$ cat src/hw/rtl/sgf_fdiv.sv
// Pipelined restoring divider giving floor(num * 2^STEPS / den) for num below den,
// one quotient bit per stage, with a flag carried alongside. No package dependency.
module sgf_fdiv #(
	parameter int W     = 13,
	parameter int STEPS = 16
) (
	input  logic             clk,
	input  logic [STEPS-1:0] en,
	input  logic [W-1:0]     num,
	input  logic [W-1:0]     den,
	input  logic             sat_in,
	output logic [STEPS-1:0] quo,
	output logic             sat_out
);

	logic [W-1:0]     rem_s [STEPS];
	logic [W-1:0]     den_s [STEPS];
	logic [STEPS-1:0] quo_s [STEPS];
	logic             sat_s [STEPS];

	for (genvar k = 0; k < STEPS; k++) begin : g_step
		logic [W-1:0]     rem_p;
		logic [W-1:0]     den_p;
		logic [STEPS-1:0] quo_p;
		logic             sat_p;
		logic [W:0]       sh;
		logic [W:0]       diff;
		logic             ge;

		if (k == 0) begin : g_head
			assign rem_p = num;
			assign den_p = den;
			assign quo_p = '0;
			assign sat_p = sat_in;
		end else begin : g_body
			assign rem_p = rem_s[k-1];
			assign den_p = den_s[k-1];
			assign quo_p = quo_s[k-1];
			assign sat_p = sat_s[k-1];
		end

		always_comb begin
			sh   = {rem_p, 1'b0};
			ge   = sh >= {1'b0, den_p};
			diff = ge ? (sh - {1'b0, den_p}) : sh;
		end

		always_ff @(posedge clk) begin
			if (en[k]) begin
				rem_s[k] <= diff[W-1:0];
				den_s[k] <= den_p;
				quo_s[k] <= {quo_p[STEPS-2:0], ge};
				sat_s[k] <= sat_p;
			end
		end
	end

	assign quo     = quo_s[STEPS-1];
	assign sat_out = sat_s[STEPS-1];

endmodule

$ cat config.mk
export PLATFORM = sky130hd
export DESIGN_NAME = sgf_fdiv
export DESIGN_NICKNAME = d
export VERILOG_FILES = /design/src/hw/rtl/sgf_fdiv.sv
export SDC_FILE = /design/constraint.sdc
export NUM_CORES = 1
export LEC_CHECK = 0
export ABC_AREA = 0
export BUFFER_PORTS_ARGS = -buffer_cell sky130_fd_sc_hd__clkbuf_2
export CAP_MARGIN = 20
export CORE_MARGIN = 2
export CORE_UTILIZATION = 55
export CTS_CLUSTER_DIAMETER = 120
export DETAILED_ROUTE_END_ITERATION = 10
export PLACE_DENSITY = 0.71
export RECOVER_POWER = 25
export SLEW_MARGIN = 20
export SYNTH_ARGS = -nofsm -noshare
export SYNTH_HDL_FRONTEND = slang
export SYNTH_SLANG_ARGS = --single-unit
$ cat constraint.sdc
create_clock -name clk -period 4.6 [get_ports clk]
set_input_delay 0.69 -clock clk [delete_from_list [all_inputs] [get_ports clk]]
set_output_delay 0.69 -clock clk [all_outputs]
set_load 0.02 [all_outputs]
==> metrics.txt <==
Die ar.=0.0526 mm2; Synthesized Nets=2,553; gr ovfl total=0; Post-CTS Hold Buffers=0; dpl cells=2,991; via/cell ratio=5.65; post-route ant nets=0; ys async rst share=0; CTS HTree Levels=2; Cell Area, Synth=0.0279 mm2; CP top delay family=compound AO/OA/AOI/OAI gates; pwr dens=646 mW/mm2; TritonCTS buffer count=55; initial antenna violation count=0; HP Class=in -> reg; Final Hold Fails=0; first-pass GRT wire length=around 87 mm; FILL cells=3,835; initial core utilization=0.557; Worst EP arrival=3.51 ns; DP Wirelength=around 39 mm; postcts setup bufs=0; drt first pass iters=5; clock sink total=542; pin count of the biggest net entering global routing=43; Layout area overhead=10.5%; critical path class=reg -> reg; IO Port Bufs=60; status=finished, final reports clean; I/O pin total=between 60 and 70; Slew headroom=0.301; crit path time final=3.16 ns; Syn Area/Cell=~12 um2; Multi-input gate area=0.0106 mm2; final WL=~53 mm; Worst-Skew Late Latency=0.60 ns; crit start category=register; CTS tree=yes; Layout Nets=2,642; Seq. cell area=between 0.015 and 0.02 mm2; VDD IR max=roughly 0.32 mV; Slew Viols, Final=0; Synth area leaders=edfxtp_1 (58%), ha_1 (9.3%), a21oi_1 (3.3%); DP Area=~0.029 mm2; Total GRT Usage=0.204; Die Y=229 um; Setup TNS=0 ns; vias in the first global route=17,200; final setup margin=between 1 and 1.5 ns; CTS root buffer=clkbuf_16; Routability Congestion=0.893; critical path peak fanout=21; DR vias=17,500; Avg WL per Cell=17.2 um; Worst Tran Pin Value=1.05 ns; Leak Pwr=around 0.012 uW; Yosys reg bits=542; DIE WIDTH=~230 um; library cells used by synthesis=68; Setup crit end kind=register; CP max stage delay=slightly above 0.6 ns; Iter 0 DRT Violations=roughly 1,600; final core utilization=0.615; Crit-path slowest cell=nand2_1; fin area=0.0309 mm2; CP required=4.95 ns; DP Worst Slack=1.36 ns; Max Cap Viol=0; Yosys top cell area share=0.583; post-CTS sizing=0; Rows=82; antenna cell count=0; period utilisation layout=0.686; Setup Skew=0.0158 ns; register area share after synthesis=0.583; CP bufs+invs=0; clock slew at reported path FFs=around 0.06 ns; most frequent cell after synthesis=edfxtp_1; Finished Layout Cells=3,093; Yosys top cell by area=edfxtp_1; unrepaired setup endpoints after global routing=false; final number of setup-violating endpoints=0; Post-synth EDFFs=542; Synth Warn #=0; crit path cell chain=ha_1, a21oi_1, o21a_1, o21ai_0, a211oi_1, nand2_1, mux2_1; top cells by count, synth=edfxtp_1 (542), inv_1 (244), ha_1 (207); Mapped Cells=2,287; core area=0.0502 mm2; share of layout cells above drive strength 1=0.0764; most common flop cell mapped by yosys=edfxtp_1; fmax=317 MHz; clock buffer depth=3; # DRC=0
-- layer usage --
metal / track usage / part of all wire / up-vias
li1: - / - / 8558
met1: 0.261 / 0.44 / 8421
met2: 0.354 / 0.50 / 380
met3: 0.0334 / 0.041 / 102
met4: 0.0633 / 0.027 / 0
met5: 0 / 0 / -
-- worst reg2reg max path: cells and delay by family, from the launching register on --
| family | cells | cell delay [ns] |
|---|---|---|
| AND/OR/NAND/NOR | 1 | 0.61 |
| adder cells (fa/ha/maj) | 1 | 0.40 |
| multiplexers | 1 | 0.53 |
| AO/OA/AOI/OAI | 4 | 0.96 |
| flip-flops | 1 | 0.41 |
-- final cells by class --
| cell class | instances | area share |
|---|---|---|
| sequential | 542 | 0.527 |
| multi-input combinational | 1464 | 0.343 |
| clock buffer | 64 | 0.0464 |
| inverter | 246 | 0.0299 |
| tap | 672 | 0.0272 |
| clock inverter | 38 | 0.0151 |
| timing repair buffer | 67 | 0.0109 |
-- report_power, final --
part	switching (uW)	internal, uW	leakage (uW)
registers	618	7100	0.00529
clock network	1870	2790	0.000900
logic	4280	3290	0.00604
total	6770	13200	0.0122
-- placed cells by master (no fill, tap or decap), drive strengths merged, types with 9 or more instances in the layout --
cell type	n
ha	207
nor2b	31
fa	15
mux2i	9
buf	11
inv	247
nor2	151
a211oi	16
xor2	62
xnor2	63
and3	10
clkinv	20
nand3	20
nor3	34
mux2	67
bufinv	10
o211ai	12
clkbuf	120
nand2	134
a21o	27
o21a	37
edfxtp	542
a31oi	19
o31a	20
o21ai	174
and2	10
o31ai	10
a21oi	184
nand2b	40
-- path summary, 6_finish.rpt --
check | end | cells after the start | slack [ns] | start
min reg2reg | quo_s[0][115]$_DFFE_PP_ | 0 | 0.41 | quo_s[0][98]$_DFFE_PP_
min | sat_s[0][0]$_DFFE_PP_ | 1 | 0.26 | sat_in
max | rem_s[1][69]$_DFFE_PP_ | 7 | 1.44 | rem_s[1][58]$_DFFE_PP_
max reg2reg | rem_s[1][69]$_DFFE_PP_ | 7 | 1.44 | rem_s[1][58]$_DFFE_PP_
-- sequential cells by signal, summed over array words and instances (netlist names) --
signal,cells
quo_s,136
sat_s,16
rem_s,195
den_s,195
-- kinds of logic after synthesis --
family	synth area share
fa+ha+maj	0.103
simple gates	0.0819
xor+xnor	0.0392
compound gates	0.124
mux	0.0302
flops	0.583
buf+inv	0.0381
-- per-stage QoR --
step           total power (uW)  hold WS, ns
2_1_floorplan             13400        0.400
3_3_place_gp              15000        0.402
3_5_place_dp              15200        0.405
4_1_cts                   20000        0.221
5_1_grt                   21300        0.219
6_report                  20000        0.264
Power figures use the tool's default switching activity.
