**config.mk**
```make
export PLATFORM = sky130hd
export DESIGN_NAME = sgf_isqrt
export DESIGN_NICKNAME = d
export VERILOG_FILES = /design/src/hw/rtl/sgf_isqrt.sv
export SDC_FILE = /design/constraint.sdc
export NUM_CORES = 1
export LEC_CHECK = 0
export BUFFER_PORTS_ARGS = -buffer_cell sky130_fd_sc_hd__buf_2
export CAP_MARGIN = 20
export CORE_MARGIN = 2
export CORE_UTILIZATION = 30
export DETAILED_ROUTE_END_ITERATION = 10
export GPL_TIMING_DRIVEN = 0
export PLACE_DENSITY_LB_ADDON = 0.3
export SYNTH_ARGS = -nofsm -noshare
export SYNTH_HDL_FRONTEND = slang
export SYNTH_SLANG_ARGS = --single-unit
```
**constraint.sdc**
```tcl
create_clock -name clk -period 2.7 [get_ports clk]
set_input_delay 0.675 -clock clk [delete_from_list [all_inputs] [get_ports clk]]
set_output_delay 0.675 -clock clk [all_outputs]
set_load 0.05 [all_outputs]
```
**src/hw/rtl/sgf_isqrt.sv**
```systemverilog
// Pipelined integer square root, one result bit per stage, floor of the true root.
// No package dependency.
module sgf_isqrt #(
	parameter int RB = 17
) (
	input  logic            clk,
	input  logic [RB-1:0]   en,
	input  logic [2*RB-1:0] radicand,
	output logic [RB-1:0]   root
);

	logic [RB:0]     rem_s  [RB];
	logic [RB-1:0]   root_s [RB];
	logic [2*RB-1:0] rad_s  [RB];

	for (genvar k = 0; k < RB; k++) begin : g_step
		logic [RB:0]     rem_p;
		logic [RB-1:0]   root_p;
		logic [2*RB-1:0] rad_p;
		logic [RB+2:0]   rw;
		logic [RB+2:0]   trial;
		logic [RB+2:0]   diff;
		logic            ge;

		if (k == 0) begin : g_head
			assign rem_p  = '0;
			assign root_p = '0;
			assign rad_p  = radicand;
		end else begin : g_body
			assign rem_p  = rem_s[k-1];
			assign root_p = root_s[k-1];
			assign rad_p  = rad_s[k-1];
		end

		always_comb begin
			rw    = {rem_p, rad_p[2*RB-1 -: 2]};
			trial = {1'b0, root_p, 2'b01};
			ge    = rw >= trial;
			diff  = ge ? (rw - trial) : rw;
		end

		always_ff @(posedge clk) begin
			if (en[k]) begin
				rem_s[k]  <= diff[RB:0];
				root_s[k] <= {root_p[RB-2:0], ge};
				rad_s[k]  <= {rad_p[2*RB-3:0], 2'b00};
			end
		end
	end

	assign root = root_s[RB-1];

endmodule

```
==> key figures <==
Detailed routing
  • DR vias: 18261
  • Residual DRC: 0
  • 1st-iter DRT viols: 778
  • Routed Antenna Nets: 0
  • First-pass DRT Iterations: 5
  • Vias/cell: 4.516
  • Per-cell routed wire length: 13.79 um
  • Drt total wl: 55760 um

Worst setup path
  • Worst Setup End Kind: flip-flop
  • Crit path required time: 3.06 ns
  • Worst setup path category: flip-flop to flip-flop
  • WP buf/inv: 0
  • Slowest CP cell: or4_4
  • Max FO, Critical Path: 8
  • Crit path max-delay family: simple AND/OR/NAND/NOR gates
  • Most used cell along the critical path: or3_4
  • CP Cell Sequence: or3_4 > or4_4 > or3_4 > or3_4 > mux2_4
  • CP Data Arrival Time: 3.02 ns
  • CP peak stage delay: 0.43 ns
  • Startpoint type of the worst setup path: flip-flop

Place
  • GPL Wtd Cong: 0.8267
  • Placed Area: 0.03394 mm^2
  • DP HPWL: 40260 um
  • Port bufs: 68

Final layout
  • Fraction of layout instances using a drive strength above 1: 16.02%
  • Final Cell Area: 0.03770 mm^2
  • Antenna diodes: 0
  • Fin nets: 2813
  • Multi-input logic area: 0.01099 mm^2
  • Finished Core Util: 35.81%
  • Area taken by flip-flops and latches: 0.02081 mm^2
  • Syn-to-layout area delta: 18.36%
  • Fillcell total: 10158

Clocking
  • Longest Clk Path Bufs: 3
  • TritonCTS clock tree: yes
  • CTS H-tree depth: 3
  • Clock transition at path regs: 0.06 ns
  • Latest clock arrival within the worst-skew pair: 0.63 ns
  • Root Buffer: clkbuf_16
  • Sink Count: 693
  • CTS Hold Buffers Added: 0
  • CTS Buf Count: 78

Logic synthesis
  • Synth unique cells: 72
  • Synth warnings: 0
  • Syn Std Cell Area: 0.03185 mm^2
  • EDFF count, synth: 693
  • Synth Instances: 2394
  • Syn_area_per_cell: 13.30 um^2
  • Ys async rst share: 0%
  • Seq/Total Area, Yosys: 65.34%
  • Register bit total from synthesis: 693
  • Syn nets: 2617
  • Ys flop type: edfxtp_1

Floorplanning
  • Core area: 0.1053 mm^2
  • Die area: 0.1088 mm^2
  • Die Height: 329.8 um
  • Die Wd: 329.8 um
  • Rows: 119
  • Io pins: 69
  • Initial Util: 30.26%

Pwr
  • Worst IR Drop VDD: 513.4 uV
  • Lkg Pwr: 14.20 nW
  • Design Power: 28.62 mW
  • Pwr/cell area: 759.2 mW/mm^2

GRT
  • Total GRT Usage: 10.21%
  • First-pass GRT wire length: 90210 um
  • Grt total ovfl: 0
  • Initial antenna violation count: 0
  • Largest net degree at the start of global routing: 50
  • Vias in the first global route: 18308

Timing
  • Max-slew violations: 0
  • Peak Freq: 0.3763 GHz
  • Skew final: 0.03467 ns
  • WHS: 0.2174 ns
  • Final setup violation count: 0
  • Worst slew pin tran: 0.9964 ns
  • RSZ-0062 raised after global routing: true
  • Min Clock Period, post-route: 2.657 ns
  • Setup TNS: 0 ns
  • Max_slew headroom: 33.58%
  • Final hold vios: 0
  • Final period utilization: 98.42%

Min path
  • Hold Path Class: input pin to flip-flop

Job
  • Max-cap violations: 0

Status
  • Status: finished, final reports clean
synth_stat cells (3+ instances only):
library cell	count	area share [%]
a2111oi_0	6	0.16
a211o_1	5	0.14
a211oi_1	20	0.47
a21boi_0	8	0.19
a21o_1	42	0.99
a21oi_1	147	2.3
a31o_2	3	0.083
a31oi_1	7	0.14
a41oi_1	3	0.083
and2_1	4	0.079
and3_1	7	0.14
buf_1	3	0.035
clkbuf_1	24	0.28
edfxtp_1	693	65
ha_1	171	6.7
inv_1	210	2.5
mux2_2	29	1.0
mux2_4	7	0.33
mux2i_1	9	0.28
nand2_1	136	1.6
nand2b_1	20	0.39
nand3_1	42	0.66
nand3b_1	10	0.24
nand4_1	20	0.39
nand4b_1	5	0.14
nor2_1	161	1.9
nor2b_1	23	0.45
nor3_1	67	1.1
nor3b_1	3	0.071
nor4_1	19	0.37
o211ai_1	15	0.35
o21a_1	29	0.68
o21ai_0	117	1.8
o21bai_1	8	0.19
o22ai_1	7	0.14
o31ai_1	14	0.33
o41ai_1	4	0.11
or2_2	15	0.29
or3_1	30	0.59
or4_1	14	0.33
xnor2_1	124	3.4
xor2_1	71	2.0
cell families after synthesis:
group                    count (synthesis)  share of synthesized area, %
flip-flops                             693                         65.34
AND/OR/NAND/NOR                        588                         9.067
AO/OA/AOI/OAI                          461                         9.008
buffers and inverters                  240                         2.860
XOR/XNOR                               195                         5.362
adder cells (fa/ha/maj)                171                         6.717
multiplexers                            45                         1.638
other                                    1                       0.01177
per-layer routing:
metal	vias up	routed length, um	track usage, %
met5	-	0	0
met4	0	1602	4.229
met3	107	1954	2.024
met2	265	30040	19.21
met1	8603	22160	11.10
li1	9286	-	-
final cells by class:
class / instances / share of cell area, %
plain buffers: 24 / 0.4381
clock buffers: 95 / 5.460
clock inverters: 48 / 1.036
inverters: 210 / 2.091
multi-input cells: 1461 / 29.15
flip-flops and latches: 693 / 55.20
well taps: 1391 / 4.617
repair buffers: 122 / 2.011
path summary, 6_finish.rpt:
| kind | from | endpoint | slack, ns | depth (start not counted) |
|---|---|---|---|---|
| hold / removal | radicand[26] | rad_s[0][26]$_DFFE_PP_ | 0.22 | 1 |
| hold reg to reg | rad_s[0][283]$_DFFE_PP_ | rad_s[0][317]$_DFFE_PP_ | 0.41 | 0 |
| setup / recovery | rem_s[0][117]$_DFFE_PP_ | rem_s[0][128]$_DFFE_PP_ | 0.04 | 5 |
| setup reg to reg | rem_s[0][117]$_DFFE_PP_ | rem_s[0][128]$_DFFE_PP_ | 0.04 | 5 |
sequential cells by signal, indices dropped and copies added, names as in the netlist:
register  flops
rad_s       272
rem_s       268
root_s      153
report_power, final:
part           switching, mW  internal, mW
logic                   2.52          2.15
clock network           4.14          5.83
registers              0.644          13.3
total                   7.30          21.3
stage by stage:
| stage | setup slack, ns | instances |
|---|---|---|
| after floorplan | 0.001662 | 2394 |
| after global placement | -0.9730 | 3853 |
| after detailed placement | -0.9470 | 3853 |
| after CTS | 0.0004741 | 4017 |
| after global routing | -0.03595 | 4044 |
| final | 0.04265 | 4044 |
cells in the final DEF (no fill, tap or decap), types with 11 or more instances in the layout:
cell and instances:
edfxtp_1 693, inv_1 208, nor2_1 154, ha_1 141, a21oi_1 138, nand2_1 133, xnor2_1 124, o21ai_0 104
clkbuf_16 80, xor2_1 71, buf_2 70, nor3_1 59, buf_4 57, a21o_1 42, nand3_1 38, o21a_1 29
mux2_2 28, or3_1 23, clkinv_1 23, clkbuf_1 20, nand2b_1 20, nand4_1 20, nor2b_1 20, ha_4 20
nor4_1 17, o211ai_1 15, or2_2 14, or4_1 11, clkinv_2 11
repair_timing:
action | 4_1_cts | 5_1_grt
pin swaps | 11 | 51
endpoints found under the setup margin | 170 | 147
buffers inserted | 24 | 30
resized for setup | 87 | 120
Power figures use the tool's default switching activity.
