<file path="config.mk">
export PLATFORM = sky130hd
export DESIGN_NAME = sgf_ctrl
export DESIGN_NICKNAME = d
export VERILOG_FILES = /design/src/hw/rtl/sgf_pkg.sv /design/src/hw/rtl/sgf_ctrl.sv
export SDC_FILE = /design/constraint.sdc
export NUM_CORES = 1
export LEC_CHECK = 0
export BUFFER_PORTS_ARGS = -buffer_cell sky130_fd_sc_hd__buf_2
export CAP_MARGIN = 15
export CORE_AREA = 5 5 567 569
export DETAILED_ROUTE_END_ITERATION = 8
export DIE_AREA = 0 0 572 574
export PLACE_DENSITY = 0.3
export SLEW_MARGIN = 20
export SYNTH_ARGS = -nofsm -noshare
export SYNTH_HDL_FRONTEND = slang
export SYNTH_SLANG_ARGS = --single-unit
</file>
<file path="constraint.sdc">
create_clock -name clk -period 3.61 [get_ports clk]
set_input_delay 0.1805 -clock clk [delete_from_list [all_inputs] [get_ports clk]]
set_output_delay 0.1805 -clock clk [all_outputs]
set_load 0.005 [all_outputs]
</file>
<file path="src/hw/rtl/sgf_pkg.sv">
// Shared types, register codes and reset values of the symbol gradient fill.
// Has no dependencies; most other files of the block refer to it by scoped names.
package sgf_pkg;

	localparam int COORD_BITS_DEF = 12;
	localparam int FRAC_BITS_DEF  = 16;
	localparam int DIM_BITS       = 13;
	localparam int CFG_IDX_BITS   = 3;
	localparam int CFG_DATA_BITS  = 32;

	localparam logic [CFG_IDX_BITS-1:0] REG_FILL_MODE      = 3'd0;
	localparam logic [CFG_IDX_BITS-1:0] REG_INSIDE_COLOR_A = 3'd1;
	localparam logic [CFG_IDX_BITS-1:0] REG_INSIDE_COLOR_B = 3'd2;
	localparam logic [CFG_IDX_BITS-1:0] REG_EDGE_COLOR_A   = 3'd3;
	localparam logic [CFG_IDX_BITS-1:0] REG_EDGE_COLOR_B   = 3'd4;
	localparam logic [CFG_IDX_BITS-1:0] REG_CENTER_POINT   = 3'd5;
	localparam logic [CFG_IDX_BITS-1:0] REG_END_POINT      = 3'd6;
	localparam logic [CFG_IDX_BITS-1:0] REG_IMAGE_DIMS     = 3'd7;

	localparam logic [1:0] MODE_SOLID  = 2'd0;
	localparam logic [1:0] MODE_LINEAR = 2'd1;
	localparam logic [1:0] MODE_RADIAL = 2'd2;

	localparam logic [31:0] CENTER_RESET = 32'h2000_2000;
	localparam logic [31:0] END_RESET    = 32'h4000_4000;
	localparam logic [28:0] DIMS_RESET   = 29'h0100_0100;

	// Per-pixel information that rides alongside the arithmetic.
	typedef struct packed {
		logic [7:0] red;
		logic [7:0] green;
		logic [7:0] blue;
		logic [7:0] alpha;
		logic       hint;
		logic       outside;
		logic       border;
	} pix_meta_t;

endpackage

</file>
<file path="src/hw/rtl/sgf_ctrl.sv">
// Pipeline control of the symbol gradient fill: valid bits, per-stage enables and the
// side line that carries each pixel's own fields. Depends on sgf_pkg.
module sgf_ctrl #(
	parameter int STAGES = 39
) (
	input  logic               clk,
	input  logic               arst_n,
	input  logic               in_valid,
	output logic               in_ready,
	input  sgf_pkg::pix_meta_t meta_in,
	input  logic               out_ready,
	output logic [STAGES-1:0]  valid,
	output logic [STAGES-1:0]  en,
	output sgf_pkg::pix_meta_t meta [STAGES]
);

	logic [STAGES-1:0] valid_q;
	logic [STAGES:0]   rdy;
	logic [STAGES-1:0] valid_next;

	// A stage may load when it is empty or when its successor moves on, so bubbles close up.
	assign rdy[STAGES] = out_ready;
	assign valid_next  = {valid_q[STAGES-2:0], in_valid};
	assign in_ready    = rdy[0];
	assign valid       = valid_q;
	assign en          = rdy[STAGES-1:0];

	for (genvar i = 0; i < STAGES; i++) begin : g_stage
		assign rdy[i] = !valid_q[i] || rdy[i+1];

		always_ff @(posedge clk or negedge arst_n) begin
			if (!arst_n) begin
				valid_q[i] <= 1'b0;
			end else if (rdy[i]) begin
				valid_q[i] <= valid_next[i];
			end
		end

		if (i == 0) begin : g_first
			always_ff @(posedge clk) begin
				if (rdy[i]) begin
					meta[i] <= meta_in;
				end
			end
		end else begin : g_rest
			always_ff @(posedge clk) begin
				if (rdy[i]) begin
					meta[i] <= meta[i-1];
				end
			end
		end
	end

endmodule

</file>
==> out/metrics.cfg <==
[cts]
insertion_delay_ns = 0.83
tritoncts = built
cts_max_path_buffers = 4
htreeDepth = 4
cts-root-buf = clkbuf_16
clock_sinks = 1404
numCtsBuffers = 171
clkTransAtPathRegs_ns = 0.06

[place]
port_buffers = 1482
dp_hpwl_mm = 178
gp_congestion = 0.867
dp_slack_ns = 0.294

[critical_path]
worst_setup_path_start_kind = register
crit_required_ns = 3.43
crit_chain = nand4_1 -> buf_4 -> nor4b_4 -> nand2_2 -> buf_2
cp_data_arrival_time_ns = 3.22
path_delay_family = simple AND/OR/NAND/NOR gates
max_stage_delay_ns = 0.58
worstSetupPathType = register to primary output
crit_path_end_kind = primary output
crit_slowest_cell = nand2_2
crit_buf_inv = 2
crit_fanout = 17

[run_status]
outcome = completed

[pwr]
combinationalPowerShare_pct = 5.2
switchingPower_mw = 9.43
leakage_nw = 24.0
power.internal_mw = 29.6
power_mw = 39.0
seqPwrFrac_pct = 52.1
ir_drop_mv = 0.358
pwr-share-clk_pct = 42.7
p_sw_share_pct = 24.2
power_density_nw_per_um2 = 631

[grt]
antenna_found_initial = 17
grt_pass1_wl_mm = 270
grtUsageTotal_pct = 12.4
grt-ovfl-total = 0
grt_max_degree = 40
first_global_vias = 25326

[drt]
vias = 23363
via_per_inst = 3.08
post_drt_wl_per_cell_microns = 28.3
drtIter0Drc = 1339
firstDrtPassIters = 5
wl_mm = 215
antenna_left = 0
drc = 0

[logic_synthesis]
netlist_top_cells_count = 1365 x edfxtp_1, 39 x dfrtp_1, 14 x nand2_1
synth.top_cell.area_share_pct = 96.0
synth_edf_count = 1365
synth_cells = 1521
ys_ff_latch = 1404
netlist_area_sq_um = 42700
syn_nets = 1560
yosysWarnings = 0
ys_types = 27
yosysSeqAreaShare_pct = 98.2
yosys-top-cells-area = edfxtp_1 96%, dfrtp_1 2.3%, a31o_2 0.18%
synth_most_common_cell = edfxtp_1
syn_avg_cell_area_sq_um = 28.1
synthFlopType = edfxtp_1
synth_area_leader_cell = edfxtp_1
async_flop_share_pct = 2.78

[layout]
diodes = 0
drive_above_1_share_pct = 53.4
nNetsFinal = 3312
area_growth_pct = 44.7
final_util_pct = 19.5

[sta]
slew_violations = 0
skew_ns = 0.0650
tightest_slew_ns = 1.10
hold-worst-slack_ns = 0.126
setup_viol = 0
fmax_mhz = 294
relSlewSlack_pct = 26.4
period_minus_slack_ns = 3.40
rsz0062_at_grt = yes
fin_ws_ns = 0.206
post-route-period-util_pct = 94.3
hold_viol_final = 0
final.setup.tns_ns = 0

[die]
die_area_sq_um = 328000
die_w_microns = 572
coreArea_sq_um = 316000
initial_core_util_pct = 13.5
boundaryPins = 1483
dieHeight_microns = 574
fp-row-count = 207

[job]
drv_cap = 0

[min_path]
hp-class = input pin to register

kinds of logic after synthesis:
| logic type | Yosys count | synth area share [%] |
|---|---|---|
| compound gates | 22 | 0.436 |
| simple gates | 80 | 1.13 |
| flops | 1404 | 98.2 |
| buf+inv | 15 | 0.187 |
sequential cells by signal (all words and copies together), names as in the netlist:
| signal | cells |
|---|---|
| valid | 39 |
| meta | 1365 |
path summary, 6_finish.rpt:
check / from / to / slack [ns] / cells after the start
worst max-delay path: valid[31] / en[27] / 0.21 / 5
max in group asynchronous: arst_n / valid[31] / 2.49 / 4
worst max register to register: valid[31] / meta[440] / 0.87 / 4
worst min register to register: meta[767] / meta[732] / 0.41 / 0
worst min-delay path: meta_in[4] / meta[1334] / 0.13 / 2
min in group asynchronous: arst_n / valid[0] / 0.54 / 4
timing repair:
item / CTS / global route
hold buffers: 51 / 0
hold endpoints to repair: 76 / 0
gates cloned: 1 / 0
pin swaps: 3 / 0
buffers inserted: 5 / 0
resized for setup: 8 / 3
setup endpoints to repair: 30 / 5
cells in the final DEF (no fill, tap or decap), drive strengths merged, types with 3 or more instances in the layout:
cell / instances
a21o: 9
a31o: 9
a41o: 4
and2: 3
and3: 9
and4: 6
buf: 1535
bufinv: 10
clkbuf: 209
clkinv: 67
clkinvlp: 9
dfrtp: 39
dlygate4sd3: 51
edfxtp: 1365
inv: 16
nand2: 14
nand2b: 12
nand3: 12
nand4: 12
nor2: 3
or2: 5
stage by stage:
stage | cell area (sq um) | cells
2_1_floorplan | 42700 | 1521
3_3_place_gp | 55800 | 7223
3_5_place_dp | 55800 | 7223
4_1_cts | 61800 | 7584
5_1_grt | 61800 | 7584
6_report | 61800 | 7584
layout make-up:
type | instances | area, sq um
Multi-Input combinational cell | 103 | 832
Inverter | 7 | 26.3
Fill cell | 33875 | 254000
Clock inverter | 95 | 855
Clock buffer | 209 | 4490
Sequential cell | 1404 | 42000
Timing Repair Buffer | 1586 | 8400
Tap cell | 4180 | 5230
power by group through the flow:
stage	clock, mW	sequential [mW]	combinational [mW]
after global placement	0	20.7	2.07
after global routing	18.0	20.4	2.16
after CTS	17.4	20.4	2.10
final	16.7	20.3	2.03
after floorplan	0	20.1	0.125
after detailed placement	0	20.7	2.04
per-layer routing:
layer	vias up	GRT usage (%)	wire, microns
met2	1286	24.1	118000
li1	9752	-	-
met5	-	0	0
met4	0	4.50	8380
met3	264	5.41	23000
met1	12061	11.1	65900
Power figures use the tool's default switching activity.
